### src/design/pfs_pkg.sv
// shared types and constants of the periodic frame scheduler
package pfs_pkg;

  localparam int ENTRIES = 16;
  localparam int IDX_W = (ENTRIES > 1) ? $clog2(ENTRIES) : 1;
  localparam int CNT_W = $clog2(ENTRIES + 1);

  localparam logic [2:0] CMD_TICK   = 3'd0;
  localparam logic [2:0] CMD_ADD    = 3'd1;
  localparam logic [2:0] CMD_UPDATE = 3'd2;
  localparam logic [2:0] CMD_REMOVE = 3'd3;
  localparam logic [2:0] CMD_ENABLE = 3'd4;
  localparam logic [2:0] CMD_START  = 3'd5;
  localparam logic [2:0] CMD_STOP   = 3'd6;
  localparam logic [2:0] CMD_CLEAR  = 3'd7;

  // one table entry
  typedef struct packed {
    logic        en;
    logic [15:0] period;
    logic [31:0] last;
    logic [31:0] sends;
    logic [28:0] ident;
    logic        ext;
    logic [3:0]  len;
    logic [63:0] payload;
  } rec_t;

  // per-cell update controls
  typedef struct packed {
    logic shift;
    logic load;
    logic keep_stats;
    logic set_en;
    logic en_val;
    logic rearm;
  } cell_ctrl_t;

endpackage

### src/design/pfs_cell.sv
// one entry cell of the scheduler table chain
module pfs_cell
  import pfs_pkg::*;
(
  input  logic        clk,
  input  cell_ctrl_t  ctrl,
  input  logic [31:0] now_ms,
  input  rec_t        nb,
  input  rec_t        load_rec,
  output rec_t        rec
);

  // entry register update
  always_ff @(posedge clk) begin
    if (ctrl.shift) begin
      rec <= nb;
    end else if (ctrl.load) begin
      rec.en      <= load_rec.en;
      rec.period  <= load_rec.period;
      rec.ident   <= load_rec.ident;
      rec.ext     <= load_rec.ext;
      rec.len     <= load_rec.len;
      rec.payload <= load_rec.payload;
      if (!ctrl.keep_stats) begin
        rec.last  <= now_ms;
        rec.sends <= 32'd0;
      end
    end else if (ctrl.set_en) begin
      rec.en <= ctrl.en_val;
      if (ctrl.en_val) begin
        rec.last <= now_ms;
      end
    end else if (ctrl.rearm) begin
      rec.last <= now_ms;
    end
  end

endmodule

### config.mk
export PLATFORM = sky130hd
export DESIGN_NAME = pfs_cell
export DESIGN_NICKNAME = d
export VERILOG_FILES = /design/src/design/pfs_pkg.sv /design/src/design/pfs_cell.sv
export SDC_FILE = /design/constraint.sdc
export NUM_CORES = 1
export LEC_CHECK = 0
export BUFFER_PORTS_ARGS = -buffer_cell sky130_fd_sc_hd__buf_2
export CORE_AREA = 4 4 224 226
export DETAILED_ROUTE_END_ITERATION = 8
export DIE_AREA = 0 0 228 230
export GPL_TIMING_DRIVEN = 1
export PLACE_DENSITY = 0.48
export SYNTH_ARGS = -nofsm -noshare
export SYNTH_HDL_FRONTEND = slang
export SYNTH_SLANG_ARGS = --single-unit
### constraint.sdc
create_clock -name clk -period 6.2 [get_ports clk]
set_input_delay 0.62 -clock clk [delete_from_list [all_inputs] [get_ports clk]]
set_output_delay 0.62 -clock clk [all_outputs]
set_load 0.05 [all_outputs]
==> results.sh <==
export IMPL_hold_violations=0
export IMPL_io_pins=576
export IMPL_worstHoldStart="nb[178]"
export IMPL_arrival_ps=2480
export IMPL_yosys_top_cells_area="edfxtp_1 72%, mux2_2 22%, and2_1 2.7%, buf_6 1.8%, buf_4 0.30%"
export IMPL_min_path_cells=3
export IMPL_fmax_ghz=0.4235
export IMPL_fin_cells=1538
export IMPL_wl_um=24710
export IMPL_powerDensity_nw_per_um2=310.0
export IMPL_synth_common_cells="179 x edfxtp_1, 147 x mux2_2, 32 x and2_1"
export IMPL_synth_area_leader_cell="edfxtp_1"
export IMPL_htreeDepth=4
export IMPL_overflow=0
export IMPL_final_nets=1300
export IMPL_synth_top_area_share_pct=71.98
export IMPL_die_h_um=230
export IMPL_drt_iter0_markers=158
export IMPL_gp_congestion=0.8049
export IMPL_post_route_util_pct=23.23
export IMPL_layout_drive_gt1_share_pct=75.22
export IMPL_cts_root_buf="clkbuf_16"
export IMPL_first_pass_iters=4
export IMPL_period_minus_slack_ps=2361
export IMPL_tightest_slew_ps=808.2
export IMPL_path_clk_slew_ps=70
export IMPL_worstPathMaxFanout=86
export IMPL_drc=0
export IMPL_grt_pass1_vias=5610
export IMPL_core_um2=48340
export IMPL_syn_avg_cell_area_um2=19.29
export IMPL_final_area_um2=11230
export IMPL_ir_worst_vdd_uv=144.9
export IMPL_synth_edf_count=179
export IMPL_rsz0062_at_grt="no"
export IMPL_drv_slew=0
export IMPL_crit_required_ps=6320
export IMPL_grt_max_degree=87
export IMPL_ant_nets=0
export IMPL_grt_pass1_wl_um=35350
export IMPL_syn_inst=387
export IMPL_ys_ff_latch=179
export IMPL_setup_violations=0
export IMPL_cp_start_kind="input port"
export IMPL_max_cap_violations=0
export IMPL_rows=81
export IMPL_biggestRegsByFlops="rec: 179 flops"
export IMPL_globalRouteTotalUtil_pct=9.166
export IMPL_via_count=5280
export IMPL_total_power_w=0.003481
export IMPL_numPortBuffers=511
export IMPL_p_leak_nw=4.829
export IMPL_die_x_um=228
export IMPL_synth_main_ff_cell="edfxtp_1"
export IMPL_synth_warning_count=0
export IMPL_holdCritPathClass="input port to flip-flop"
export IMPL_via_per_inst=3.433
export IMPL_synthesis_nets=784
export IMPL_largest_reg_flops=179
export IMPL_end_kind="flip-flop"
export IMPL_clock_sinks=179
export IMPL_regMostFlops="rec"
export IMPL_async_reset_ff_share_pct=0
export IMPL_wire_per_inst_um=16.06
export IMPL_timing_final_crit_share_pct=38.08
export IMPL_synth_area_um2=7467
export IMPL_whs_endpoint="rec[178]$_DFFE_PP_"
export IMPL_post_cts_buffers=0
export IMPL_cts_resized=0
export IMPL_area_growth_pct=50.39
export IMPL_dpl_cell_area_um2=10680
export IMPL_die_area_um2=52440
export IMPL_cts_tree="yes"
export IMPL_clk_path_buf_depth=2
export IMPL_path_class="input port to flip-flop"
export IMPL_start_util_pct=15.45
export IMPL_tns_ps=0
export IMPL_yosysSeqAreaShare_pct=71.98
export IMPL_yosys_cell_count_top_type="edfxtp_1"
export IMPL_antenna_cells=0
export IMPL_hold_buffers=0
export IMPL_dp_hpwl_um=19110
export IMPL_synth_cell_types=16
export IMPL_cts_buffers_inserted=17
export IMPL_outcome="finished, final reports clean"
export IMPL_placedCellCount=1506
export IMPL_maxSlewHeadroom_pct=46.12
export IMPL_antenna_found_initial=0
[report_power, final]
| part | total, W | switching [W] | internal, W |
|---|---|---|---|
| clock | 0.00108 | 0.000487 | 0.000588 |
| sequential | 0.00152 | 0.0000335 | 0.00149 |
| combinational | 0.000884 | 0.000647 | 0.000237 |
| total | 0.00348 | 0.00117 | 0.00231 |
[worst max path at each step]
stage	start	endpoint	slack [ps]	depth (start not counted)
2_1_floorplan	ctrl[5]	rec[130]$_DFFE_PP_	1450	3
3_5_place_dp	ctrl[5]	rec[127]$_SDFFCE_PN0P_	3310	4
5_1_grt	ctrl[5]	rec[105]$_SDFFCE_PN0P_	3700	4
4_1_cts	ctrl[5]	rec[108]$_SDFFCE_PN0P_	3840	4
6_report	ctrl[5]	rec[103]$_SDFFCE_PN0P_	3840	4
3_3_place_gp	ctrl[5]	rec[123]$_SDFFCE_PN0P_	3350	4
[per-layer routing]
layer  part of all wire (%)  track usage, %
met5                      0               0
met4                    2.4           4.535
met3                    7.7           3.494
met2                     50           15.31
met1                     40           10.29
[critical path, stage by stage]
cell and delay (ps):
buf_6 570, buf_4 640, a21o_1 140, buf_4 380
[cell usage in the layout, fill, tap and decap left out, drive strengths merged]
cell type and count:
or2 1, a21o 1, inv 2, o21a 1
nand2 1, mux2 147, o21ai 1, and2 32
buf 517, or3 1, bufinv 2, clkinv 8
edfxtp 179, nand3b 1, clkbuf 21, mux2i 1
[stage by stage]
step | hold WS [ps] | setup WS [ps]
global placement | 903.2 | 3347
detailed placement | 908.0 | 3314
CTS | 372.2 | 3843
floorplan | 811.2 | 1450
global route | 392.3 | 3702
finish | 425.1 | 3839
[cell type report]
type,instances,area (um2)
fillers,5168,37110
flip-flops and latches,179,5375
repair buffers,517,2609
multi-input cells,187,1912
well taps,622,778.2
clock buffers,21,440.4
clock inverters,11,111.4
inverters,1,3.754
[logic make-up (layout without fill, tap and decap cells)]
family	Yosys count	after routing	synth area share [%]
muxes	148	148	22.30
and+or+nand+nor	36	36	2.999
AOI/OAI and AO/OA	3	3	0.2681
buffers and inverters	21	550	2.446
DFF	179	179	71.98
Power figures use the tool's default switching activity.
